==> src/rtl/core/lsbm_pkg.sv <==
// ----------------------------------------------------------------------------
// lsbm_pkg
// Shared types, constants and helper functions of the scan box masking unit.
// ----------------------------------------------------------------------------
`default_nettype none

package lsbm_pkg;

   localparam int MAX_BOXES_DEF = 16;
   localparam int BEAMS_DEF     = 360;

   localparam int COORD_W  = 24;
   localparam int RANGE_W  = 24;
   localparam int TRIG_W   = 16;
   localparam int IDX_W    = 9;
   localparam int OPND_W   = 28;
   localparam int PROD_W   = 2 * OPND_W;
   localparam int ACC_W    = PROD_W + 2;
   localparam int CORD_W   = 34;
   localparam int ANGLE_W  = 33;
   localparam int PHASE_W  = 32;
   localparam int CORDIC_STEPS = 16;
   localparam logic signed [CORD_W-1:0] CORDIC_X0 = 34'sd652032874;

   localparam int CSR_IDX_W  = 2;
   localparam int CSR_DATA_W = 24;
   localparam logic [CSR_IDX_W-1:0] CSR_ROT_COS = 2'd0;
   localparam logic [CSR_IDX_W-1:0] CSR_ROT_SIN = 2'd1;
   localparam logic [CSR_IDX_W-1:0] CSR_SHIFT_X = 2'd2;
   localparam logic [CSR_IDX_W-1:0] CSR_SHIFT_Y = 2'd3;

   localparam logic OP_READING = 1'b0;
   localparam logic OP_ADD_BOX = 1'b1;

   localparam int TAG_W = 4;
   localparam logic [TAG_W-1:0] TAG_NONE = 4'd0;
   localparam logic [TAG_W-1:0] TAG_X    = 4'd1;
   localparam logic [TAG_W-1:0] TAG_Y    = 4'd2;
   localparam logic [TAG_W-1:0] TAG_MX   = 4'd3;
   localparam logic [TAG_W-1:0] TAG_MY   = 4'd4;
   localparam logic [TAG_W-1:0] TAG_D1   = 4'd5;
   localparam logic [TAG_W-1:0] TAG_D2   = 4'd6;
   localparam logic [TAG_W-1:0] TAG_D3   = 4'd7;
   localparam logic [TAG_W-1:0] TAG_D4   = 4'd8;

   typedef struct packed {
      logic                       op;
      logic [IDX_W-1:0]           beam_index;
      logic [RANGE_W-1:0]         range_in;
      logic                       range_valid;
      logic signed [COORD_W-1:0]  corner_a_x;
      logic signed [COORD_W-1:0]  corner_a_y;
      logic signed [COORD_W-1:0]  corner_b_x;
      logic signed [COORD_W-1:0]  corner_b_y;
      logic signed [COORD_W-1:0]  corner_c_x;
      logic signed [COORD_W-1:0]  corner_c_y;
   } req_type;

   typedef struct packed {
      logic [RANGE_W-1:0] range_out;
      logic               blanked;
      logic               inside_box;
      logic [4:0]         stored_boxes;
      logic               insert_dropped;
   } rsp_type;

   typedef struct packed {
      logic signed [COORD_W-1:0] ax;
      logic signed [COORD_W-1:0] ay;
      logic signed [COORD_W-1:0] bx;
      logic signed [COORD_W-1:0] by;
      logic signed [COORD_W-1:0] cx;
      logic signed [COORD_W-1:0] cy;
   } box_type;

   localparam int BOX_W = $bits(box_type);

   typedef struct packed {
      logic                      valid;
      logic                      clear;
      logic                      negate;
      logic [TAG_W-1:0]          tag;
      logic signed [OPND_W-1:0]  a;
      logic signed [OPND_W-1:0]  b;
   } mac_op_type;

   function automatic logic signed [ANGLE_W-1:0] atan_turn(input logic [3:0] i);
      logic signed [ANGLE_W-1:0] v;
      unique case (i)
         4'd0:  v = 33'sd536870912;
         4'd1:  v = 33'sd316933406;
         4'd2:  v = 33'sd167458907;
         4'd3:  v = 33'sd85004756;
         4'd4:  v = 33'sd42667331;
         4'd5:  v = 33'sd21354465;
         4'd6:  v = 33'sd10679841;
         4'd7:  v = 33'sd5340245;
         4'd8:  v = 33'sd2670163;
         4'd9:  v = 33'sd1335087;
         4'd10: v = 33'sd667544;
         4'd11: v = 33'sd333772;
         4'd12: v = 33'sd166886;
         4'd13: v = 33'sd83443;
         4'd14: v = 33'sd41722;
         default: v = 33'sd20861;
      endcase
      return v;
   endfunction

   function automatic logic signed [TRIG_W-1:0] clamp16(input logic signed [CORD_W-1:0] v);
      logic signed [TRIG_W-1:0] r;
      if (v > 34'sd32767) begin
         r = 16'sh7fff;
      end else if (v < -34'sd32768) begin
         r = 16'sh8000;
      end else begin
         r = v[TRIG_W-1:0];
      end
      return r;
   endfunction

   function automatic logic signed [TRIG_W-1:0] neg_sat16(input logic signed [TRIG_W-1:0] v);
      logic signed [TRIG_W:0] n;
      n = -{v[TRIG_W-1], v};
      return (n > 17'sd32767) ? 16'sh7fff : n[TRIG_W-1:0];
   endfunction

   function automatic logic signed [OPND_W-1:0] round15(input logic signed [ACC_W-1:0] v);
      logic signed [ACC_W-1:0] t;
      t = (v + ACC_W'(16384)) >>> 15;
      return t[OPND_W-1:0];
   endfunction

endpackage

`default_nettype wire

==> src/rtl/core/lsbm_mac.sv <==
// ----------------------------------------------------------------------------
// lsbm_mac
// Shared two-stage multiply-accumulate unit with a result tag.
// ----------------------------------------------------------------------------
`default_nettype none

module lsbm_mac
   import lsbm_pkg::*;
(
   input  wire logic                     clock,
   input  wire logic                     reset,
   input  wire mac_op_type               mac_op,
   output logic signed [ACC_W-1:0]       acc,
   output logic [TAG_W-1:0]              acc_tag
);

   logic signed [PROD_W-1:0] prod_ff;
   logic                     p_valid_ff, p_clear_ff, p_neg_ff;
   logic [TAG_W-1:0]         p_tag_ff;
   logic signed [ACC_W-1:0]  acc_ff, acc_in, prod_ext;
   logic [TAG_W-1:0]         tag_ff;

   always_comb begin
      prod_ext = ACC_W'(prod_ff);
      acc_in   = p_clear_ff ? '0 : acc_ff;
      acc_in   = p_neg_ff ? (acc_in - prod_ext) : (acc_in + prod_ext);
   end

   always_ff @(posedge clock) begin
      if (reset) begin
         p_valid_ff <= 1'b0;
         tag_ff     <= TAG_NONE;
      end else begin
         p_valid_ff <= mac_op.valid;
         tag_ff     <= p_valid_ff ? p_tag_ff : TAG_NONE;
      end
      prod_ff    <= mac_op.a * mac_op.b;
      p_clear_ff <= mac_op.clear;
      p_neg_ff   <= mac_op.negate;
      p_tag_ff   <= mac_op.tag;
      if (p_valid_ff) begin
         acc_ff <= acc_in;
      end
   end

   assign acc     = acc_ff;
   assign acc_tag = tag_ff;

endmodule

`default_nettype wire

==> config.mk <==
export PLATFORM = sky130hd
export DESIGN_NAME = lsbm_mac
export DESIGN_NICKNAME = d
export VERILOG_FILES = /design/src/rtl/core/lsbm_pkg.sv /design/src/rtl/core/lsbm_mac.sv
export SDC_FILE = /design/constraint.sdc
export NUM_CORES = 2
export LEC_CHECK = 0
export ABC_AREA = 1
export BUFFER_PORTS_ARGS = -buffer_cell sky130_fd_sc_hd__clkbuf_2
export CAP_MARGIN = 20
export CORE_MARGIN = 8
export CORE_UTILIZATION = 55
export DETAILED_ROUTE_END_ITERATION = 10
export HOLD_SLACK_MARGIN = 0.05
export PLACE_DENSITY = 0.72
export SLEW_MARGIN = 20
export SYNTH_ARGS = -nofsm -noshare
export SYNTH_HDL_FRONTEND = slang
export SYNTH_SLANG_ARGS = --single-unit
==> constraint.sdc <==
create_clock -name clock -period 10.45 [get_ports clock]
set_input_delay 0.5225 -clock clock [delete_from_list [all_inputs] [get_ports clock]]
set_output_delay 0.5225 -clock clock [all_outputs]
set_load 0.01 [all_outputs]
==> metrics.txt <==
H-tree Lvls 4; ANT cells 0; Top FF cell, synth dfxtp_1; Final Max Slew Viols 0; largest net degree at the start of global routing 66; WHS 176 ps; Core ar. 0.0741 sq mm; Sum Neg Setup Slack 0 ps; CTS buffer count 17; source of the critical timing path mac_op[4]; Initial Util 0.553; Die Area 0.0834 sq mm; dpl cell area ~0.042 sq mm; Synth Warn # 0; Min Clock Period, post-route roughly 7900 ps; setup violators final 0; Worst Path Required 10850 ps; vias in the first global route between 30000 and 40000; Final Cell Area between 0.04 and 0.05 sq mm; DRT Pass-1 Iters 5; via count between 30000 and 40000; most common cell after layout, fill and taps aside inv_1; mapped cell area around 0.041 sq mm; Die Ht slightly below 300 um; worst path arrival time 8320 ps; area occupied by multi-input gates a little over 0.03 sq mm; fraction of layout cells with a size suffix above 1 0.0417; Die X approximately 290 um; site row count 100; initial antenna violation count 0; maximum clock frequency approximately 130 MHz; # DRC 0; GRT overflow 0; average wire per standard cell roughly 18 um; status complete, no violations; Slew Limit Headroom 0.336; Post-DRT Antenna Nets 0; TritonCTS clock tree yes; hpwl dp ~100000 um; worst min path class input port to flip-flop; Final period util 0.758; Initial DRC Count ~2300; Reg clk slew, reported paths around 70 ps; Placed Cells between 6000 and 7000; crit path launch type input port; worst-path maximum fanout 28; post-cts resize count 0; distinct cell type count after synthesis 42; Layout Skew 15.1 ps; sequential area share after synthesis 0.0753; postcts setup bufs 0; total track usage 0.299; Hold Fails Final Rpt 0; Top Ports between 100 and 150; max cap viols 0; Final Non-Filler Cells roughly 6600; Seq cells post-synth 125; Least-Margin Pin Slew 997 ps; final-layout fill cell count around 7100; first-pass GRT wire length slightly below 200000 um; CTS root buffer clkbuf_16; cts hold-fix bufs 0; clk sink count roughly 130; most frequent cells in the layout 1648 x inv_1, 1598 x nand2_1, 824 x fa_1; hold path start mac_op[60]; final wirelength 121000 um; syn nets about 6800; Mean Syn Cell Area just over 7 sq um; Post-Syn Instances ~5600; RSZ-0062 raised after global routing false; Placer Congestion approximately 0.98; post-layout net count 6760; Storage cell area 0.00309 sq mm; Clk Latency, worst-skew pair about 450 ps; worst setup path class input port to flip-flop; vias per inst 5.18; deepest clock path buffer count 2; Async SR Flop Fraction 0; CP endpoint kind flip-flop; reg2reg start prod_ff[0]; number of synthesized flops with an enable pin between 50 and 60; I/O Buffers 126; P&R area growth vs syn 4.58%
worst max-delay path, cell delays in order:
cell	delay (ps)
clkbuf_2	630
nand2_1	280
fa_1	780
inv_1	110
fa_1	710
inv_1	250
fa_1	890
inv_1	260
fa_1	520
fa_1	520
fa_1	500
inv_1	50
fa_1	470
inv_1	40
ha_1	260
ha_1	380
nand2_1	120
nor2_1	160
inv_1	80
nor3_2	210
nand2_1	120
nor3_1	150
nand2_1	90
nand3_1	90
nand2_1	50
nand2_1	50
state kept, by name, summed over array words and instances (netlist names):
signal      flops
p_tag_ff        4
p_valid_ff      1
prod_ff        56
p_neg_ff        1
acc_tag         4
acc            58
p_clear_ff      1
path summary, 6_finish.rpt:
path / to / slack [ps] / cells past startpoint
worst min-delay path: p_neg_ff / 180 / 1
worst max register to register: acc[55] / 6170 / 19
worst max-delay path: prod_ff[54] / 2530 / 26
worst min register to register: acc_tag[0] / 400 / 2
logic make-up after synthesis:
kind of cell,synth area share
buf+inv,0.169
simple gates,0.219
xor+xnor,0.0259
flops,0.0753
compound gates,0.0333
fa+ha+maj,0.477
synth_stat cells, types with 9 or more instances:
| library cell | instances | area, sq um |
|---|---|---|
| buf_1 | 57 | 214 |
| inv_1 | 1648 | 6190 |
| dfxtp_1 | 67 | 1340 |
| o21bai_1 | 16 | 120 |
| edfxtp_1 | 58 | 1740 |
| nand4_1 | 44 | 275 |
| o21ai_0 | 88 | 440 |
| a21oi_1 | 139 | 696 |
| nor3_1 | 32 | 160 |
| fa_1 | 824 | 16500 |
| nor2_1 | 363 | 1360 |
| clkbuf_1 | 120 | 450 |
| nand3_1 | 133 | 666 |
| nor2_2 | 14 | 87.6 |
| xnor2_1 | 24 | 210 |
| xor2_1 | 97 | 850 |
| nand3_2 | 9 | 90.1 |
| nand2_1 | 1598 | 6000 |
| ha_1 | 243 | 3040 |
through the flow:
stage / utilization / setup slack [ps]
after detailed placement: 0.570 / 2070
after floorplan: - / 3160
after global routing: 0.578 / 2090
after CTS: 0.578 / 2540
final: 0.578 / 2530
after global placement: 0.570 / 2230
per-layer routing:
layer  global-route usage  up-vias  part of all wire  routed length, um
met5                    0        -                 0                  0
met4               0.0954        0             0.034               4140
met3               0.0474      248             0.076               9140
met2                0.517     1358              0.48              57900
met1                0.385    16604              0.41              49500
li1                     -    16013                 -                  -
final cells by class:
class | count | share of cell area
clock buffer | 21 | 0.0110
clock inverter | 11 | 0.00248
inverter | 1655 | 0.145
multi-input combinational | 3682 | 0.723
sequential | 125 | 0.0721
tap | 969 | 0.0283
timing repair buffer | 147 | 0.0184
Power is not shown: default switching activity piles up to over one toggle a cycle in this logic, so the estimate is an artifact.
