[src/rtl/core/lsbm_ram.sv]
// ----------------------------------------------------------------------------
// lsbm_ram
// Generic single-write, single-read RAM with a registered read port.
// ----------------------------------------------------------------------------
`default_nettype none

module lsbm_ram #(
   parameter int WIDTH = 8,
   parameter int DEPTH = 16,
   localparam int AW = (DEPTH > 1) ? $clog2(DEPTH) : 1
) (
   input  wire logic             clock,
   input  wire logic             wr_en,
   input  wire logic [AW-1:0]    wr_addr,
   input  wire logic [WIDTH-1:0] wr_data,
   input  wire logic [AW-1:0]    rd_addr,
   output logic      [WIDTH-1:0] rd_data
);

   logic [WIDTH-1:0] mem_ff [DEPTH];

   always_ff @(posedge clock) begin
      if (wr_en) begin
         mem_ff[wr_addr] <= wr_data;
      end
      rd_data <= mem_ff[rd_addr];
   end

endmodule

`default_nettype wire

[config.mk]
export PLATFORM = sky130hd
export DESIGN_NAME = lsbm_ram
export DESIGN_NICKNAME = d
export VERILOG_FILES = /design/src/rtl/core/lsbm_ram.sv
export SDC_FILE = /design/constraint.sdc
export NUM_CORES = 1
export LEC_CHECK = 0
export ABC_AREA = 1
export ABC_CLOCK_PERIOD_IN_PS = 2000
export BUFFER_PORTS_ARGS = -buffer_cell sky130_fd_sc_hd__buf_2
export CAP_MARGIN = 30
export CORE_AREA = 8 8 138 140
export CTS_BUF_LIST = sky130_fd_sc_hd__clkbuf_4 sky130_fd_sc_hd__clkbuf_8
export DETAILED_ROUTE_END_ITERATION = 10
export DIE_AREA = 0 0 146 148
export PLACE_DENSITY = 0.51
export SETUP_SLACK_MARGIN = 0.15
export SYNTH_ARGS = -nofsm -noshare
export SYNTH_HDL_FRONTEND = slang
export SYNTH_SLANG_ARGS = --single-unit
[constraint.sdc]
create_clock -name clock -period 2 [get_ports clock]
set_input_delay 0.1 -clock clock [delete_from_list [all_inputs] [get_ports clock]]
set_output_delay 0.1 -clock clock [all_outputs]
set_load 0.02 [all_outputs]
==> results.md, run 1 <==
- Pleak: 2.81 nW
- Slew headroom: 48.4%
- Crit-path max cell delay: 370 ps
- Worst Tran Pin Value: 770 ps
- Global-route wire length before repair: 21100 um
- Initial DRC Count: 327
- Int Pwr: 4.56 mW
- Post-Synth Adder-Cell Area: 0%
- Most common cell in the synthesized netlist: nand2_1
- Asr flop ratio synth: 0%
- Clock Tree Root: clkbuf_8
- Syn Nets: 569
- Area growth, synth to finish: 13.2%
- Multiplexer area fraction after synthesis: 0%
- Residual DRC: 0
- Clock transition at path regs: 70 ps
- Mapped Cells: 551
- Final Cycle Share: 53.7%
- Switching portion of total power: 22.2%
- Synthesized flop and latch total: 136
- Initial antenna violation count: 0
- H-tree levels: 4
- Final hold vios: 0
- Overall Global Routing Usage: 13.0%
- Cell taking the most area after synthesis: edfxtp_1
- Critical Path Sink Type: output port
- CP delay by family, top: flip-flops
- Max Freq: 932 MHz
- Via count of the first global-routing pass: 3642
- Status: finished, final reports clean
- Register area share after synthesis: 69.4%
- Vias/cell: 4.45
- Setup bufs post-CTS: 0
- Initial Util: 34.0%
- Top-area cell type share of the netlist area: 66.7%
- CORE AREA: 0.0169 sq mm
- Hold buffers post-CTS: 0
- Antenna viol nets, final: 0
- Main combinational cell family by area after synthesis: simple AND/OR/NAND/NOR gates
- Ys flop type: edfxtp_1
- Syn avg cell area: 10.5 sq um
- Clock tree buffer depth: 2
- Arrival @ worst endpoint: 970 ps
- Crit path buf inv count: 1
- Synth area leaders: edfxtp_1 (67%), nand2_1 (11%), nand3_1 (8.4%)
- CP Cell Sequence: buf_2
- CTS Buf Count: 17
- RSZ-0062 raised after global routing: no
- # clock sinks: 136
- Simple-gate share of the synthesized area: 21.0%
- Skew final: 9.45 ps
- Worst hold-check path type: in -> reg
- Overflow after GRT: 0
- Die Ht: 148 um
- Die Wd: 146 um
- # port buffers: 25
- Dpl hpwl: 8630 um
- Crit Path Max Fanout: 1
- Synth Area in Compound Gates: 0%
- Gpl congestion: 0.821
- Cell row count: 48
- Cts repair resizes: 0
- Drt total wl: 13500 um
- Synth cell count leaders: nand2_1 (173), edfxtp_1 (128), inv_1 (100)
- Wire per inst: 16.3 um
- Critical path type: reg -> out
- Switch Pwr: 1.30 mW
- Die footprint: 0.0216 sq mm
- Crit start category: flop
- Vias: 3672
- Power Total: 5.86 mW
- Worst vdd ir: 0.000359 V
- Critical path data required time: 1900 ps
- Clk_lat worst skew: 420 ps
- Final setup violation count: 0
- Slew Viols, Final: 0
- Ant. Diodes: 0
- Pin count of the biggest net entering global routing: 39
- Post-Synth XOR/XNOR Area: 0%
- Fraction of layout cells with a size suffix above 1: 12.3%
- Setup_tns: 0 ps
- Synth cell types: 12
- Mapped Area: 0.00577 sq mm
- CTS tree: done
- Minimum clock period: 1070 ps
- Comb pwr share: 6.8%
- IO Count: 26
- Ys Warns: 0
- Pre-antenna DRT Iters: 4
- Max-Cap Viols: 0
- Pwr dens: 898 mW/mm^2
- Dpl ws: 580 ps
- Clk network pwr share: 38.6%
- # nets final: 606
- Slowest-stage cell, CP: dfxtp_1
- Register share of total power: 54.7%
- EDFF count, synth: 128
- Worst setup margin: 927 ps
-- layout make-up --
class	count	area [sq um]
timing repair buffer	42	253
clock buffer	21	264
inverter	102	383
tap	225	282
clock inverter	11	131
fill	1709	10400
multi-input combinational	289	1210
sequential	136	4000
-- layer usage --
layer  part of all wire (%)  global-route usage (%)
met5                      0                       0
met2                     47                    20.2
met3                    5.4                    1.90
met1                     45                    17.3
met4                    2.5                    6.70
-- state kept, by name (all words and copies together), names as in the netlist --
signal   count
rd_data      8
mem_ff     128
-- worst paths after layout --
check	slack, ps	depth (start not counted)	from	end
worst min-delay path	50	3	rd_addr[3]	rd_data[3]
worst max-delay path	930	1	rd_data[2]	rd_data[2]
worst max register to register	930	6	mem_ff[12][7]	rd_data[7]
worst min register to register	690	6	mem_ff[10][3]	rd_data[3]
-- metrics by stage --
step / std cells / cell area, sq um / util (%) / hold WS, ps
floorplan: 551 / 5770 / - / 199
global placement: 794 / 6130 / 36.2 / 485
detailed placement: 794 / 6130 / 36.2 / 485
CTS: 826 / 6530 / 38.6 / 26.0
global route: 826 / 6530 / 38.6 / 79.5
finish: 826 / 6530 / 38.6 / 45.3
-- kinds of logic after synthesis --
kind of cell / Yosys count
DFF: 136
and+or+nand+nor: 289
buffers and inverters: 126
-- worst min-delay path: cells and delay by family --
kind                   cells  cell delay [ps]
and+or+nand+nor            2              140
buffers and inverters      1              170
-- placed cells by master (no fill, tap or decap) --
cell type	synthesis	routed
buf_2	13	25
buf_4	4	17
bufinv_16	0	3
clkbuf_4	0	4
clkbuf_8	0	17
clkinv_1	0	2
clkinv_2	0	5
clkinv_4	0	1
dfxtp_1	8	8
edfxtp_1	128	128
inv_1	100	100
inv_2	2	2
nand2_1	173	173
nand3_1	97	97
nand3b_1	2	2
nor2_1	17	17
-- power by group through the flow --
| stage | Sequential, mW | Combinational, mW | Clock, mW |
|---|---|---|---|
| after global routing | 3.21 | 0.449 | 2.43 |
| final | 3.20 | 0.397 | 2.26 |
| after detailed placement | 3.27 | 0.404 | 0 |
| after global placement | 3.27 | 0.401 | 0 |
| after floorplan | 3.28 | 0.225 | 0 |
| after CTS | 3.20 | 0.406 | 2.31 |
Power figures use the tool's default switching activity.
==> inputs of run 2 (changes only) <==
ABC_AREA = 0   (was 1)
ABC_CLOCK_PERIOD_IN_PS = 1000   (was 2000)
CORE_AREA = 8 8 131 133   (was 8 8 138 140)
DIE_AREA = 0 0 139 141   (was 0 0 146 148)
clock period = 1 ns   (was 2 ns; I/O delays follow)
==> results.md, run 2 <==
- Crit-path max cell delay: 480 ps
- Vias: 2441
- Critical path data required time: 1320 ps
- Syn Nets: 247
- CP Cell Sequence: mux4_2, a22oi_2, buf_4, nand2_2
- Placement Cell Area: 0.00604 sq mm
- Clk_lat worst skew: 430 ps
- Most common cell after layout, fill and taps aside: edfxtp_1
- Clk network pwr share: 40.1%
- Final setup violation count: 8
- Most common cell in the synthesized netlist: edfxtp_1
- Slowest-stage cell, CP: mux4_2
- Die footprint: 0.0196 sq mm
- Final hold vios: 0
- Worst hold-check path type: in -> reg
- Final Cycle Share: 132%
- Clock Tree Root: clkbuf_8
- Max-Cap Viols: 0
- Syn avg cell area: 22.5 sq um
- Cell row count: 45
- CP delay by family, top: multiplexers
- H-tree levels: 4
- Comb pwr share: 7.2%
- Register share of total power: 52.7%
- Synth Area in Compound Gates: 2.33%
- Max Freq: 755 MHz
- Clock tree buffer depth: 2
- IO Count: 26
- Vias/cell: 4.81
- Switching portion of total power: 21.7%
- Die Wd: 139 um
- Minimum clock period: 1320 ps
- Post-Synth Adder-Cell Area: 0%
- Final core occ: 44.4%
- Ant. Diodes: 0
- Top-area cell type share of the netlist area: 74.7%
- RSZ-0062 raised after global routing: yes
- Via count of the first global-routing pass: 2730
- R2R Path End: rd_data[0]
- EDFF count, synth: 128
- Ys flop type: edfxtp_1
- Simple-gate share of the synthesized area: 3.18%
- Dpl ws: -503 ps
- Asr flop ratio synth: 0%
- Failing checks: negative setup slack
- Top flop regs: mem_ff: 128 flops, rd_data: 8 flops
- Worst Tran Pin Value: 918 ps
- Multiplexer area fraction after synthesis: 15.0%
- Arrival @ worst endpoint: 1640 ps
- Worst reg2reg path startpoint: mem_ff[3][0]
- Area occupied by multi-input gates: 0.00116 sq mm
- Critical Path Sink Type: flop
- Initial DRC Count: 207
- CORE AREA: 0.0150 sq mm
- Worst Reg-to-Reg Cells: 4
- Drt total wl: 10500 um
- # nets final: 325
- Gpl congestion: 0.707
- # fillers: 1293
- Max reg flops: 128
- CTS tree: done
- Pin count of the biggest net entering global routing: 22
- Overall Global Routing Usage: 11.4%
- Synth cell count leaders: edfxtp_1 (128), mux4_2 (18), a22oi_1 (16)
- Setup_tns: -1960 ps
- Status: finished with violations
- Hold Path End: rd_data[7]
- Top reg by flops: mem_ff
- Pre-antenna DRT Iters: 4
- # port buffers: 25
- Global-route wire length before repair: 16200 um
- Finished Cell Area: 0.00665 sq mm
- Slew headroom: 38.6%
- Synthesized flop and latch total: 136
- Synth cell types: 19
- Initial Util: 34.4%
- Worst vdd ir: 0.000763 V
- Crit Path Max Fanout: 1
- Switch Pwr: 2.64 mW
- Ys Warns: 0
- Mapped Area: 0.00515 sq mm
- Beginning of the worst hold path: rd_addr[0]
- Mapped Cells: 229
- Cell taking the most area after synthesis: edfxtp_1
- Pleak: 2.17 nW
- Pwr dens: 1830 mW/mm^2
- Power Total: 12.2 mW
- R2R setup slack: -320 ps
- Clock transition at path regs: 80 ps
- CTS Buf Count: 17
- Setup bufs post-CTS: 0
- Antenna viol nets, final: 0
- Dpl hpwl: 6750 um
- Int Pwr: 9.53 mW
- Crit start category: flop
- Main combinational cell family by area after synthesis: multiplexers
- Synth area leaders: edfxtp_1 (75%), mux4_2 (7.9%), mux4_1 (7.1%)
- Worst Hold Depth: 4
- Crit path buf inv count: 1
- Skew final: 7.42 ps
- Fraction of layout cells with a size suffix above 1: 49.7%
- # clock sinks: 136
- Register area share after synthesis: 77.8%
- Initial antenna violation count: 0
- Slew Viols, Final: 0
- Wire per inst: 20.7 um
- Critical path type: reg -> reg
- Area growth, synth to finish: 29.1%
- Residual DRC: 0
- Post-Synth XOR/XNOR Area: 0%
- Critical path origin: mem_ff[3][0]
- Worst setup margin: -324 ps
- Commonest cells after routing, fill and taps aside: edfxtp_1 (128), mux4_2 (32), buf_12 (22)
- Overflow after GRT: 0
- Register area: 0.00401 sq mm
- Die Ht: 141 um
## run 2: how the worst max path moves through the flow
stage,to,slack [ps],cells after the start
floorplan,mem_ff[0][0],-150,2
global placement,rd_data[1],-510,5
detailed placement,rd_data[1],-500,5
CTS,rd_data[0],-340,4
global route,rd_data[0],-360,4
finish,rd_data[0],-320,4
## run 2: logic make-up (layout without fill, tap and decap cells)
| logic type | Yosys count | in the layout |
|---|---|---|
| compound gates | 16 | 16 |
| buf+inv | 10 | 101 |
| flops | 136 | 136 |
| mux | 32 | 32 |
| simple gates | 35 | 35 |
## run 2: cell type report
type	count	share of cell area, %
Clock buffer	17	3.52
Multi-Input combinational cell	83	17.5
Clock inverter	15	3.01
Timing Repair Buffer	69	12.0
Tap cell	188	3.54
Sequential cell	136	60.4
## run 2: routing by layer
| layer | part of all wire (%) | GRT usage, % |
|---|---|---|
| met2 | 50 | 18.3 |
| met1 | 46 | 14.4 |
| met5 | 0 | 0 |
| met3 | 3.4 | 3.71 |
| met4 | 1.1 | 3.99 |
## run 2: power by group through the flow
stage | Sequential, mW | Clock [mW] | Combinational [mW]
2_1_floorplan | 6.57 | 0 | 0.379
3_3_place_gp | 6.53 | 0 | 0.798
3_5_place_dp | 6.53 | 0 | 0.809
4_1_cts | 6.42 | 4.96 | 0.889
5_1_grt | 6.43 | 5.19 | 0.944
6_report | 6.42 | 4.88 | 0.879
## run 2: worst register-to-register path, stage by stage (launching register included)
cell and delay (ps):
edfxtp_1 360, mux4_2 480, a22oi_2 160, buf_4 150
nand2_2 50
## run 2: timing repair
| action | in CTS | in global routing |
|---|---|---|
| endpoints found under the setup margin | 16 | 16 |
| hold endpoints to repair | 117 | 0 |
| gates resized for setup | 27 | 4 |
| hold buffers | 8 | 0 |
| pin swaps | 0 | 3 |
## run 2: metrics by stage
| stage | cells | hold slack [ps] |
|---|---|---|
| 2_1_floorplan | 229 | 149 |
| 6_report | 508 | 174 |
| 3_3_place_gp | 468 | 441 |
| 5_1_grt | 508 | 176 |
| 3_5_place_dp | 468 | 452 |
| 4_1_cts | 508 | 155 |
==> inputs of run 3 (changes only) <==
CORE_AREA = 8 8 116 118   (was 8 8 131 133)
DIE_AREA = 0 0 124 126   (was 0 0 139 141)
PLACE_DENSITY = 0.62   (was 0.51)
==> results.md, run 3 (synthesis results as in run 2) <==
- Status: finished with violations
- Failing checks: negative setup slack
- Crit-path max cell delay: 530 ps
- Worst hold-check path type: in -> reg
- WL met2: 5090 um
- IO Count: 26
- # nets final: 322
- Antenna viol nets, final: 0
- Initial antenna violation count: 0
- Critical path type: reg -> reg
- Setup bufs post-CTS: 0
- Worst hold slack: 16.4 ps
- Via count of the first global-routing pass: 2708
- Residual DRC: 0
- Gpl congestion: 0.722
- Crit path buf inv count: 0
- Setup_tns: -2060 ps
- Pwr dens: 1830 mW/mm^2
- Critical Path Sink Type: flop
- CTS Buf Count: 17
- Vias: 2444
- Overall Global Routing Usage: 13.9%
- Clock Tree Root: clkbuf_8
- Wire per inst: 21.5 um
- Most common cell after layout, fill and taps aside: edfxtp_1
- Overflow after GRT: 0
- Area growth, synth to finish: 25.8%
- CP delay by family, top: multiplexers
- # fillers: 897
- Slew Viols, Final: 0
- CORE AREA: 0.0117 sq mm
- Crit start category: flop
- Clock transition at path regs: 80 ps
- Pre-antenna DRT Iters: 4
- Finished Cell Area: 0.00647 sq mm
- Vias/cell: 5.27
- Arrival @ worst endpoint: 1600 ps
- Max Freq: 777 MHz
- Critical path origin: mem_ff[7][3]
- Top reg by flops: mem_ff
- Worst Tran Pin Value: 927 ps
- Global-route wire length before repair: 15600 um
- Ant. Diodes: 0
- Met3 WL: 425 um
- Worst setup margin: -286 ps
- Dpl hpwl: 6800 um
- Critical path data required time: 1310 ps
- Final hold vios: 0
- Final Cycle Share: 129%
- CP Cell Sequence: mux4_2, a22oi_2, nand2_1
- Placement Cell Area: 0.00590 sq mm
- Pleak: 2.14 nW
- Die Ht: 126 um
- Drt total wl: 9980 um
- Beginning of the worst hold path: wr_data[1]
- Initial Util: 44.0%
- Minimum clock period: 1290 ps
- Slew headroom: 38.1%
- Slowest-stage cell, CP: mux4_2
- Clk_lat worst skew: 430 ps
- Skew final: 9.52 ps
- Top flop regs: mem_ff: 128 flops, rd_data: 8 flops
- WL met1: 4330 um
- Die footprint: 0.0156 sq mm
- Pin count of the biggest net entering global routing: 17
- Max reg flops: 128
- Topmost layer with routed signal wires: met4
- # port buffers: 25
- # clock sinks: 136
- Worst reg2reg path startpoint: mem_ff[7][3]
- Initial DRC Count: 241
- Die Wd: 124 um
- Final setup violation count: 8
- Clock tree buffer depth: 2
- Commonest cells after routing, fill and taps aside: edfxtp_1 (128), mux4_2 (32), clkbuf_8 (19), buf_4 (19), buf_2 (17)
- Cell row count: 40
- Fraction of layout cells with a size suffix above 1: 49.8%
- RSZ-0062 raised after global routing: yes
- Crit Path Max Fanout: 1
- CTS tree: done
- H-tree levels: 4
- Max-Cap Viols: 0
- Worst vdd ir: 0.000908 V
## run 3: cell count changes in the layout (fill, tap and decap cells not counted), sizes merged
cell,before,now
dlygate4sd3,8,6
bufinv,4,3
inv,3,0
clkbuf,17,23
clkinvlp,3,2
buf,61,60
clkinv,5,4
## run 3: power breakdown
part	total, mW	internal [mW]	switching [mW]	leakage, nW
registers	6.42	6.38	0.0476	1.22
logic	0.835	0.401	0.434	0.704
clock network	4.59	2.69	1.90	0.213
## run 3: cell type report
class                      instances  area, sq um  area share, %
multi-input combinational         83         1160           18.0
clock buffer                      23          292           4.50
timing repair buffer              66          698           10.8
tap                              147          184           2.84
clock inverter                     9          125           1.93
sequential                       136         4010           62.0
## run 3: repair_timing
action,4_1_cts,5_1_grt
endpoints found under the setup margin,16,24
hold buffers,6,0
cloned,0,0
hold endpoints to repair,87,0
gates resized for setup,30,0
pin swaps,1,4
## run 3: stage by stage
stage          util, %  std cells  power, mW  worst slack, ps
2_1_floorplan        -        229       6.95             -153
3_3_place_gp      50.4        426       7.28             -431
3_5_place_dp      50.4        426       7.30             -441
4_1_cts           55.3        464       12.0             -284
5_1_grt           55.3        464       12.3             -344
6_report          55.3        464       11.9             -286
## run 3: path summary, 6_finish.rpt
check	to	slack, ps	cells past startpoint
worst max-delay path	rd_data[3]	-290	3
worst min register to register	rd_data[3]	680	3
worst min-delay path	mem_ff[15][1]	20	1
worst max register to register	rd_data[3]	-290	3
## run 3: per-layer routing
metal  up-vias  global-route usage, %
met2        61                   22.7
met5         -                      0
li1       1111                      -
met1      1258                   17.4
met3        14                   3.66
met4         0                   5.25
