===== src/rtl/core/lsbm_pkg.sv =====
// ----------------------------------------------------------------------------
// lsbm_pkg
// Shared types, constants and helper functions of the scan box masking unit.
// ----------------------------------------------------------------------------
`default_nettype none

package lsbm_pkg;

   localparam int MAX_BOXES_DEF = 16;
   localparam int BEAMS_DEF     = 360;

   localparam int COORD_W  = 24;
   localparam int RANGE_W  = 24;
   localparam int TRIG_W   = 16;
   localparam int IDX_W    = 9;
   localparam int OPND_W   = 28;
   localparam int PROD_W   = 2 * OPND_W;
   localparam int ACC_W    = PROD_W + 2;
   localparam int CORD_W   = 34;
   localparam int ANGLE_W  = 33;
   localparam int PHASE_W  = 32;
   localparam int CORDIC_STEPS = 16;
   localparam logic signed [CORD_W-1:0] CORDIC_X0 = 34'sd652032874;

   localparam int CSR_IDX_W  = 2;
   localparam int CSR_DATA_W = 24;
   localparam logic [CSR_IDX_W-1:0] CSR_ROT_COS = 2'd0;
   localparam logic [CSR_IDX_W-1:0] CSR_ROT_SIN = 2'd1;
   localparam logic [CSR_IDX_W-1:0] CSR_SHIFT_X = 2'd2;
   localparam logic [CSR_IDX_W-1:0] CSR_SHIFT_Y = 2'd3;

   localparam logic OP_READING = 1'b0;
   localparam logic OP_ADD_BOX = 1'b1;

   localparam int TAG_W = 4;
   localparam logic [TAG_W-1:0] TAG_NONE = 4'd0;
   localparam logic [TAG_W-1:0] TAG_X    = 4'd1;
   localparam logic [TAG_W-1:0] TAG_Y    = 4'd2;
   localparam logic [TAG_W-1:0] TAG_MX   = 4'd3;
   localparam logic [TAG_W-1:0] TAG_MY   = 4'd4;
   localparam logic [TAG_W-1:0] TAG_D1   = 4'd5;
   localparam logic [TAG_W-1:0] TAG_D2   = 4'd6;
   localparam logic [TAG_W-1:0] TAG_D3   = 4'd7;
   localparam logic [TAG_W-1:0] TAG_D4   = 4'd8;

   typedef struct packed {
      logic                       op;
      logic [IDX_W-1:0]           beam_index;
      logic [RANGE_W-1:0]         range_in;
      logic                       range_valid;
      logic signed [COORD_W-1:0]  corner_a_x;
      logic signed [COORD_W-1:0]  corner_a_y;
      logic signed [COORD_W-1:0]  corner_b_x;
      logic signed [COORD_W-1:0]  corner_b_y;
      logic signed [COORD_W-1:0]  corner_c_x;
      logic signed [COORD_W-1:0]  corner_c_y;
   } req_type;

   typedef struct packed {
      logic [RANGE_W-1:0] range_out;
      logic               blanked;
      logic               inside_box;
      logic [4:0]         stored_boxes;
      logic               insert_dropped;
   } rsp_type;

   typedef struct packed {
      logic signed [COORD_W-1:0] ax;
      logic signed [COORD_W-1:0] ay;
      logic signed [COORD_W-1:0] bx;
      logic signed [COORD_W-1:0] by;
      logic signed [COORD_W-1:0] cx;
      logic signed [COORD_W-1:0] cy;
   } box_type;

   localparam int BOX_W = $bits(box_type);

   typedef struct packed {
      logic                      valid;
      logic                      clear;
      logic                      negate;
      logic [TAG_W-1:0]          tag;
      logic signed [OPND_W-1:0]  a;
      logic signed [OPND_W-1:0]  b;
   } mac_op_type;

   function automatic logic signed [ANGLE_W-1:0] atan_turn(input logic [3:0] i);
      logic signed [ANGLE_W-1:0] v;
      unique case (i)
         4'd0:  v = 33'sd536870912;
         4'd1:  v = 33'sd316933406;
         4'd2:  v = 33'sd167458907;
         4'd3:  v = 33'sd85004756;
         4'd4:  v = 33'sd42667331;
         4'd5:  v = 33'sd21354465;
         4'd6:  v = 33'sd10679841;
         4'd7:  v = 33'sd5340245;
         4'd8:  v = 33'sd2670163;
         4'd9:  v = 33'sd1335087;
         4'd10: v = 33'sd667544;
         4'd11: v = 33'sd333772;
         4'd12: v = 33'sd166886;
         4'd13: v = 33'sd83443;
         4'd14: v = 33'sd41722;
         default: v = 33'sd20861;
      endcase
      return v;
   endfunction

   function automatic logic signed [TRIG_W-1:0] clamp16(input logic signed [CORD_W-1:0] v);
      logic signed [TRIG_W-1:0] r;
      if (v > 34'sd32767) begin
         r = 16'sh7fff;
      end else if (v < -34'sd32768) begin
         r = 16'sh8000;
      end else begin
         r = v[TRIG_W-1:0];
      end
      return r;
   endfunction

   function automatic logic signed [TRIG_W-1:0] neg_sat16(input logic signed [TRIG_W-1:0] v);
      logic signed [TRIG_W:0] n;
      n = -{v[TRIG_W-1], v};
      return (n > 17'sd32767) ? 16'sh7fff : n[TRIG_W-1:0];
   endfunction

   function automatic logic signed [OPND_W-1:0] round15(input logic signed [ACC_W-1:0] v);
      logic signed [ACC_W-1:0] t;
      t = (v + ACC_W'(16384)) >>> 15;
      return t[OPND_W-1:0];
   endfunction

endpackage

`default_nettype wire


===== src/rtl/core/lsbm_trig.sv =====
// ----------------------------------------------------------------------------
// lsbm_trig
// Beam angle unit: reciprocal-multiply phase step followed by a shift-add CORDIC.
// ----------------------------------------------------------------------------
`default_nettype none

module lsbm_trig
   import lsbm_pkg::*;
#(
   parameter int BEAMS = BEAMS_DEF
) (
   input  wire logic                     clock,
   input  wire logic                     reset,
   input  wire logic                     start,
   input  wire logic [IDX_W-1:0]         beam_index,
   output logic                          done,
   output logic signed [TRIG_W-1:0]      cos_out,
   output logic signed [TRIG_W-1:0]      sin_out
);

   localparam int FRAC_W = 21;
   localparam int MAG_W  = 23;
   localparam int LOG_B  = $clog2(BEAMS);
   localparam int SHIFT  = FRAC_W + LOG_B;
   localparam longint unsigned TURN = 64'd1 << PHASE_W;
   localparam logic [PHASE_W-1:0] STEP_INT = PHASE_W'(TURN / 64'(BEAMS));
   localparam logic [FRAC_W-1:0]  STEP_REM = FRAC_W'(TURN % 64'(BEAMS));
   localparam logic [MAG_W-1:0]   MAGIC    =
      MAG_W'(((64'd1 << SHIFT) + 64'(BEAMS) - 64'd1) / 64'(BEAMS));
   localparam logic [1:0] T_IDLE = 2'd0;
   localparam logic [1:0] T_DIV  = 2'd1;
   localparam logic [1:0] T_ROT  = 2'd2;
   localparam logic [1:0] T_FIN  = 2'd3;

   logic [1:0]                 state_ff, state_in;
   logic [5:0]                 cnt_ff, cnt_in;
   logic [IDX_W-1:0]           idx_ff, idx_in;
   logic [PHASE_W-1:0]         base_ff, base_in;
   logic [FRAC_W-1:0]          frac_ff, frac_in;
   logic [PHASE_W-1:0]         quo_ff, quo_in;
   logic signed [CORD_W-1:0]   x_ff, x_in, y_ff, y_in;
   logic signed [ANGLE_W-1:0]  z_ff, z_in;
   logic signed [TRIG_W-1:0]   c_ff, c_in, s_ff, s_in;
   logic                       done_ff, done_in;

   logic [IDX_W+PHASE_W-1:0]   base_prod;
   logic [FRAC_W+MAG_W-1:0]    frac_prod;
   logic signed [CORD_W-1:0]   dx, dy, xr, yr;
   logic signed [TRIG_W-1:0]   cq, sq;

   always_comb begin
      base_prod = (IDX_W+PHASE_W)'(idx_ff) * (IDX_W+PHASE_W)'(STEP_INT);
      frac_prod = (FRAC_W+MAG_W)'(frac_ff) * (FRAC_W+MAG_W)'(MAGIC);
      dx        = y_ff >>> cnt_ff[3:0];
      dy        = x_ff >>> cnt_ff[3:0];
      xr        = (x_ff + 34'sd16384) >>> 15;
      yr        = (y_ff + 34'sd16384) >>> 15;
      cq        = clamp16(xr);
      sq        = clamp16(yr);

      state_in = state_ff;
      cnt_in   = cnt_ff;
      idx_in   = idx_ff;
      base_in  = base_ff;
      frac_in  = frac_ff;
      quo_in   = quo_ff;
      x_in     = x_ff;
      y_in     = y_ff;
      z_in     = z_ff;
      c_in     = c_ff;
      s_in     = s_ff;
      done_in  = 1'b0;

      unique case (state_ff)
         T_IDLE: begin
            if (start) begin
               state_in = T_DIV;
               cnt_in   = '0;
               idx_in   = beam_index;
            end
         end
         T_DIV: begin
            cnt_in = cnt_ff + 6'd1;
            if (cnt_ff == 6'd0) begin
               base_in = base_prod[PHASE_W-1:0];
               frac_in = FRAC_W'(idx_ff) * STEP_REM;
            end else begin
               quo_in   = base_ff + PHASE_W'(frac_prod >> SHIFT);
               state_in = T_ROT;
               cnt_in   = '0;
               x_in     = CORDIC_X0;
               y_in     = '0;
               z_in     = $signed({3'b000, quo_in[PHASE_W-3:0]});
            end
         end
         T_ROT: begin
            if (!z_ff[ANGLE_W-1]) begin
               x_in = x_ff - dx;
               y_in = y_ff + dy;
               z_in = z_ff - atan_turn(cnt_ff[3:0]);
            end else begin
               x_in = x_ff + dx;
               y_in = y_ff - dy;
               z_in = z_ff + atan_turn(cnt_ff[3:0]);
            end
            cnt_in = cnt_ff + 6'd1;
            if (cnt_ff == 6'(CORDIC_STEPS - 1)) begin
               state_in = T_FIN;
            end
         end
         T_FIN: begin
            unique case (quo_ff[PHASE_W-1:PHASE_W-2])
               2'd0: begin c_in = cq;            s_in = sq;            end
               2'd1: begin c_in = neg_sat16(sq); s_in = cq;            end
               2'd2: begin c_in = neg_sat16(cq); s_in = neg_sat16(sq); end
               default: begin c_in = sq;         s_in = neg_sat16(cq); end
            endcase
            done_in  = 1'b1;
            state_in = T_IDLE;
         end
         default: state_in = T_IDLE;
      endcase
   end

   always_ff @(posedge clock) begin
      if (reset) begin
         state_ff <= T_IDLE;
         done_ff  <= 1'b0;
      end else begin
         state_ff <= state_in;
         done_ff  <= done_in;
      end
      cnt_ff  <= cnt_in;
      idx_ff  <= idx_in;
      base_ff <= base_in;
      frac_ff <= frac_in;
      quo_ff  <= quo_in;
      x_ff    <= x_in;
      y_ff    <= y_in;
      z_ff    <= z_in;
      c_ff    <= c_in;
      s_ff    <= s_in;
   end

   assign done    = done_ff;
   assign cos_out = c_ff;
   assign sin_out = s_ff;

endmodule

`default_nettype wire


===== config.mk =====
export PLATFORM = sky130hd
export DESIGN_NAME = lsbm_trig
export DESIGN_NICKNAME = d
export VERILOG_FILES = /design/src/rtl/core/lsbm_pkg.sv /design/src/rtl/core/lsbm_trig.sv
export SDC_FILE = /design/constraint.sdc
export NUM_CORES = 1
export LEC_CHECK = 0
export BUFFER_PORTS_ARGS = -buffer_cell sky130_fd_sc_hd__buf_2
export CAP_MARGIN = 25
export CORE_MARGIN = 3
export CORE_UTILIZATION = 51
export DETAILED_ROUTE_END_ITERATION = 8
export PLACE_DENSITY = 0.69
export SYNTH_ARGS = -nofsm -noshare
export SYNTH_HDL_FRONTEND = slang
export SYNTH_SLANG_ARGS = --single-unit

===== constraint.sdc =====
create_clock -name clock -period 8.43 [get_ports clock]
set_input_delay 1.2645 -clock clock [delete_from_list [all_inputs] [get_ports clock]]
set_output_delay 1.2645 -clock clock [all_outputs]
set_load 0.03 [all_outputs]

==> metrics.csv, run 1 <==
metric;value;unit
status;complete, no violations;
Routed WL;70.0;mm
RePlAce Congestion;0.944;
Yosys reg bits;218;
worst skew pair latency;0.59;ns
largest fanout on the critical path;41;
Min Clock Period, post-route;7.00;ns
die height;229;um
WP data arrival;7.29;ns
final setup fails;0;
Post-Synth XOR/XNOR Area;9.58;%
port bufs;44;
Avg WL per Cell;19.9;um
final net count;3138;
row cnt;81;
vias per cell;6.20;
Syn Nets;3176;
startpoint types;flop;
RSZ-0062 raised after global routing;false;
CTS clk-pin slew, worst paths;0.06;ns
cts bufs inserted;28;
fraction of layout cells with a size suffix above 1;9.23;%
top-area cell type share of the netlist area;21.9;%
HP Class;flop to flop;
Post-synth ARST share;0;%
cell taking the most area after synthesis;edfxtp_1;
fin. max-slew vios;0;
routed vias;21848;
Final HPWL DP;54.1;mm
Setup TNS;0;ns
area share of fa/ha/maj cells after synthesis;15.9;%
normalized max-slew margin;31.5;%
Seq/Total Area, Yosys;24.6;%
CP max stage cell;edfxtp_1;
TritonCTS clock tree;yes;
number of synthesized flops with an enable pin;185;
cells along the critical path;buf_4, mux4_2, mux2_2, o21ai_0, and3_1, and3_1, and3_1, inv_1, o21ai_0, xnor2_1, ha_1, a21o_1, a21o_1, a21o_1, or3_1, inv_1, o211ai_1, a31oi_1, o32ai_1, o41a_1, a41oi_1, xor2_1, nor2_1;
P&R area growth vs syn;6.44;%
global-route wire length before repair;113;mm
die area;52300;sq um
Setup CP Type;flop to flop;
ranking of synthesized cells by area;edfxtp_1, ha_1, mux4_2;
Avg Inst Size Synth;8.80;sq um
CTS Buffer Depth;3;
vias in the first global route;21499;
post-route clock skew;0.0313;ns
initial antenna violation count;1;
core area;49000;sq um
Total GRT Usage;26.1;%
Post-CTS Setup Inserts;0;
DR DRC count;0;
H-tree levels;1;
Synth cell types;94;
simple-gate portion of the synthesized area;17.2;%
Final ANT Viol Nets;0;
CP Capture Type;flop;
Yosys Warn Count;0;
die extent in x;229;um
Congestion Overflow GR;0;
Starting Density;51.7;%
max-cap violation count;0;
# IOs;45;
max incr delay on CP;0.84;ns
compound-cell area share of the yosys netlist;17.5;%
largest family of logic cells by synthesized area;compound AO/OA/AOI/OAI gates;
Netlist Area Pre-Place;25300;sq um
pin count of the biggest net entering global routing;87;
Hold-fix buffers, CTS;0;
clock root buffer;clkbuf_16;
post_cts resized;0;
CTS Sinks;218;
Critical Path RT;8.72;ns
Pre-antenna DRT Iters;6;
final hold viol count;0;
starting DRC count in detailed routing;1830;
Achievable Freq;0.143;GHz
cell count after synthesis;2876;
post-synthesis mux area share;10.3;%
Worst-Margin Slew;1.02;ns
Tcrit/Tclk final;83.0;%
Synth Flop Type;edfxtp_1;
-- through the flow --
| stage | hold slack, ns | std cells | instance area [sq um] | util [%] | setup WS (ns) |
|---|---|---|---|---|---|
| 2_1_floorplan | 0.460 | 2876 | 25300 | - | 0.0955 |
| 3_3_place_gp | 0.483 | 3469 | 26000 | 53.2 | 1.52 |
| 3_5_place_dp | 0.518 | 3471 | 26100 | 53.2 | 1.43 |
| 4_1_cts | 0.528 | 3523 | 26900 | 55.0 | 1.42 |
| 5_1_grt | 0.539 | 3524 | 26900 | 55.0 | 0.988 |
| 6_report | 0.526 | 3525 | 26900 | 55.0 | 1.43 |
-- cell type report --
class / instances / area [sq um]
Fill cell: 4357 / 22000
Multi-Input combinational cell: 2329 / 17900
Sequential cell: 218 / 6220
Tap cell: 664 / 831
Clock buffer: 33 / 719
Inverter: 190 / 713
Timing Repair Buffer: 71 / 453
Clock inverter: 19 / 160
Antenna cell: 1 / 2.50
-- layer usage --
layer  share of wire [%]  global-route usage [%]
met1                  41                    33.3
met3                 5.4                    2.24
met2                  49                    46.3
met5                   0                       0
met4                 4.1                    9.71
-- worst max-delay path: cells and delay by family (launching register included) --
kind,cells,cell delay (ns)
AO/OA/AOI/OAI,10,2.53
multiplexers,2,0.74
flip-flops,1,0.84
XOR/XNOR,2,0.34
buffers and inverters,3,0.74
AND/OR/NAND/NOR,5,1.18
adder cells (fa/ha/maj),1,0.31
-- path summary, 6_finish.rpt --
path	start	end	slack, ns	cells after the start
setup / recovery	cnt_ff[1]	y_ff[30]	1.43	23
hold / removal	state_ff[0]	state_ff[0]	0.53	2
setup reg to reg	cnt_ff[1]	y_ff[30]	1.43	23
hold reg to reg	state_ff[0]	state_ff[0]	0.53	2
-- Yosys cell counts, types with 62 or more instances --
master / number
a21oi_1: 233
nand3_1: 62
nand2_1: 223
nor2_1: 261
nor3_1: 72
ha_1: 232
edfxtp_1: 185
xor2_1: 123
o21ai_0: 147
xnor2_1: 154
mux4_2: 70
clkbuf_1: 95
mux2i_1: 67
inv_1: 184
-- placed cells by master (no fill, tap or decap), types with 10 or more instances in the layout --
master     count
mux4_2        70
buf_2         45
dfxtp_1       33
a211oi_1      25
nand3_1       62
fa_1          56
inv_1        183
o211ai_1      19
nand2b_1      36
nor2_1       260
mux2_2        31
o21a_1        18
nand4_1       34
a21boi_0      16
a21o_1        58
xnor2_1      154
nor3_1        72
nand2_1      223
a22oi_1       10
or3_1         27
and2_1        28
a22o_1        10
or2_2         19
clkbuf_16     28
o31ai_1       22
mux2i_1       67
and3_1        41
buf_4         24
a21oi_1      232
xor2_1       123
ha_1         231
o21ai_0      147
edfxtp_1     185
and4_1        10
a31oi_1       41
nor2b_1       18
nor4_1        16
-- logic make-up after synthesis --
family / count (synthesis)
and+or+nand+nor: 893
AOI/OAI and AO/OA: 703
buffers and inverters: 329
adders and majority gates: 288
xor gates and xnor gates: 277
DFF: 218
muxes: 168
Power of run 1 is not shown: default switching activity piles up to over one toggle a cycle in this logic, so the estimate is an artifact.
==> run 2: changes to the inputs <==
--- a/config.mk
+++ b/config.mk
@@ -10,7 +10,7 @@
 export CORE_MARGIN = 3
 export CORE_UTILIZATION = 51
 export DETAILED_ROUTE_END_ITERATION = 8
-export PLACE_DENSITY = 0.69
+export PLACE_DENSITY = 0.67
 export SYNTH_ARGS = -nofsm -noshare
 export SYNTH_HDL_FRONTEND = slang
 export SYNTH_SLANG_ARGS = --single-unit
==> constraint.sdc (replaced) <==
create_clock -name clock -period 7.2 [get_ports clock]
set_input_delay 1.08 -clock clock [delete_from_list [all_inputs] [get_ports clock]]
set_output_delay 1.08 -clock clock [all_outputs]
set_load 0.03 [all_outputs]
==> metrics.csv, run 2 (synthesis results as in run 1) <==
metric;value;unit;change
Filler cells;4404;;+1.1%
# IOs;45;;unchanged
WHS;0.498;ns;-0.0285 ns
CP Capture Type;flop;;
vias in the first global route;21452;;-0.22%
Hold-fix buffers, CTS;0;;unchanged
Min Clock Period, post-route;6.54;ns;-0.457 ns
largest fanout on the critical path;6;;-85%
final setup fails;0;;unchanged
most used cell, CP;ha_1;;
DR DRC count;0;;unchanged
ANT cells;0;;-1
fin. max-slew vios;0;;unchanged
Pre-antenna DRT Iters;6;;unchanged
leading cell type in the layout, fill and taps excluded;nor2_1;;
CTS Sinks;218;;unchanged
H-tree levels;1;;unchanged
RSZ-0062 raised after global routing;false;;
pin count of the biggest net entering global routing;69;;-21%
Routed WL;69.6;mm;-0.64%
Post-CTS Setup Inserts;0;;unchanged
vias per cell;6.19;;about the same
Worst-Margin Slew;1.04;ns;+0.0226 ns
worst skew pair latency;0.58;ns;about the same
CTS clk-pin slew, worst paths;0.06;ns;about the same
Avg WL per Cell;19.6;um;-1.1%
normalized max-slew margin;30.0;%;-1.5 points
Final ANT Viol Nets;0;;unchanged
fraction of layout cells with a size suffix above 1;10.1;%;+0.85 points
initial antenna violation count;0;;-1
post-route clock skew;0.0122;ns;-0.0191 ns
port bufs;44;;unchanged
hold depth;2;;unchanged
P&R area growth vs syn;7.39;%;
row cnt;81;;unchanged
Congestion Overflow GR;0;;unchanged
routed vias;21939;;+0.42%
origin of the worst min-delay path;state_ff[0];;
WP data arrival;6.84;ns;-0.45 ns
worst r2r dst;z_ff[22];;
global-route wire length before repair;113;mm;-0.25%
starting DRC count in detailed routing;1671;;-8.7%
depth of the worst register-to-register path;27;;+17%
sum of buffers and inverters on the critical path;2;;-1
post_cts resized;0;;unchanged
Total GRT Usage;26.1;%;-0.033 points
Tcrit/Tclk final;90.8;%;+7.8 points
Final HPWL DP;54.1;mm;about the same
Reg2Reg Launch Point;frac_ff[10];;
die extent in x;229;um;unchanged
startpoint types;flop;;
CTS Buffer Depth;3;;unchanged
core area;49000;sq um;unchanged
clock root buffer;clkbuf_16;;
TritonCTS clock tree;yes;;
Starting Density;51.7;%;unchanged
die height;229;um;unchanged
cts bufs inserted;27;;-3.6%
flop2flop setup slack;0.66;ns;-0.77 ns
Top delay family on crit path;compound AO/OA/AOI/OAI gates;;
fin worst setup slack;0.660;ns;-0.773 ns
final hold viol count;0;;unchanged
max incr delay on CP;0.63;ns;-0.21 ns
die area;52300;sq um;unchanged
status;complete, no violations;;
hold endpoint;state_ff[0];;
Setup WS pre-CTS;0.617;ns;-0.810 ns
Setup CP Type;flop to flop;;
final net count;3158;;+0.64%
RePlAce Congestion;0.932;;-1.3%
highest-count cells in the layout ignoring fill and taps;nor2_1, a21oi_1, ha_1, nand2_1, edfxtp_1;;
CP max stage cell;nor3_1;;
max-cap violation count;0;;unchanged
Critical Path RT;7.50;ns;-1.22 ns
Achievable Freq;0.153;GHz;+7.0%
HP Class;flop to flop;;
Setup TNS;0;ns;unchanged
## run 2: cell types whose count changed in the layout (fill, tap and decap cells not counted), moves of 2 or more
cell       delta
buf_4        +21
buf_12        +2
clkinv_2      +3
bufinv_16     +5
clkinv_4      -3
clkinv_1      -4
clkbuf_1      -4
## run 2: area by class of cell
class | instances | area, sq um | share of cell area (%)
Tap cell | 664 | 831 | 3.06
Multi-Input combinational cell | 2329 | 17900 | 65.7
Inverter | 190 | 713 | 2.62
Clock buffer | 28 | 679 | 2.50
Timing Repair Buffer | 92 | 618 | 2.27
Clock inverter | 21 | 279 | 1.03
Sequential cell | 218 | 6220 | 22.9
## run 2: worst register-to-register path: stages (launching register included)
cell	delay, ns
edfxtp_1	0.42
ha_1	0.34
ha_1	0.34
ha_1	0.29
inv_1	0.05
fa_1	0.49
inv_1	0.04
ha_1	0.27
and3_1	0.16
a31o_2	0.24
a21o_1	0.18
a21o_1	0.18
a21o_1	0.17
a21o_1	0.18
a41oi_1	0.26
a21oi_1	0.18
a211oi_1	0.34
o31ai_1	0.16
a21oi_1	0.19
xor2_1	0.09
ha_1	0.32
nor2b_1	0.14
o21ai_0	0.15
nor3_1	0.63
nand3_1	0.18
xnor2_1	0.16
nor2_1	0.09
a21oi_1	0.05
## run 2: worst max path at each step
stage / from / to / slack, ns / cells after the start
global placement: frac_ff[10] / z_ff[28] / 0.63 / 28
detailed placement: frac_ff[10] / z_ff[28] / 0.62 / 28
finish: frac_ff[10] / z_ff[22] / 0.66 / 27
floorplan: cnt_ff[0] / x_ff[32] / 0.79 / 23
global route: frac_ff[10] / z_ff[28] / 0.07 / 28
CTS: frac_ff[10] / z_ff[28] / 0.59 / 28
## run 2: routing by layer
metal | track usage (%) | vias to the layer above | part of all wire [%]
li1 | - | 10467 | -
met1 | 33.4 | 10522 | 42
met2 | 45.4 | 777 | 48
met3 | 3.14 | 173 | 6.0
met4 | 9.63 | 0 | 3.9
met5 | 0 | - | 0
## run 2: stage by stage
stage,cells,utilization (%),area [sq um]
global placement,3491,53.5,26200
global route,3542,55.5,27200
detailed placement,3493,53.6,26200
finish,3542,55.5,27200
floorplan,2876,-,25300
CTS,3542,55.5,27200
Power of run 2 is left out for the same reason.
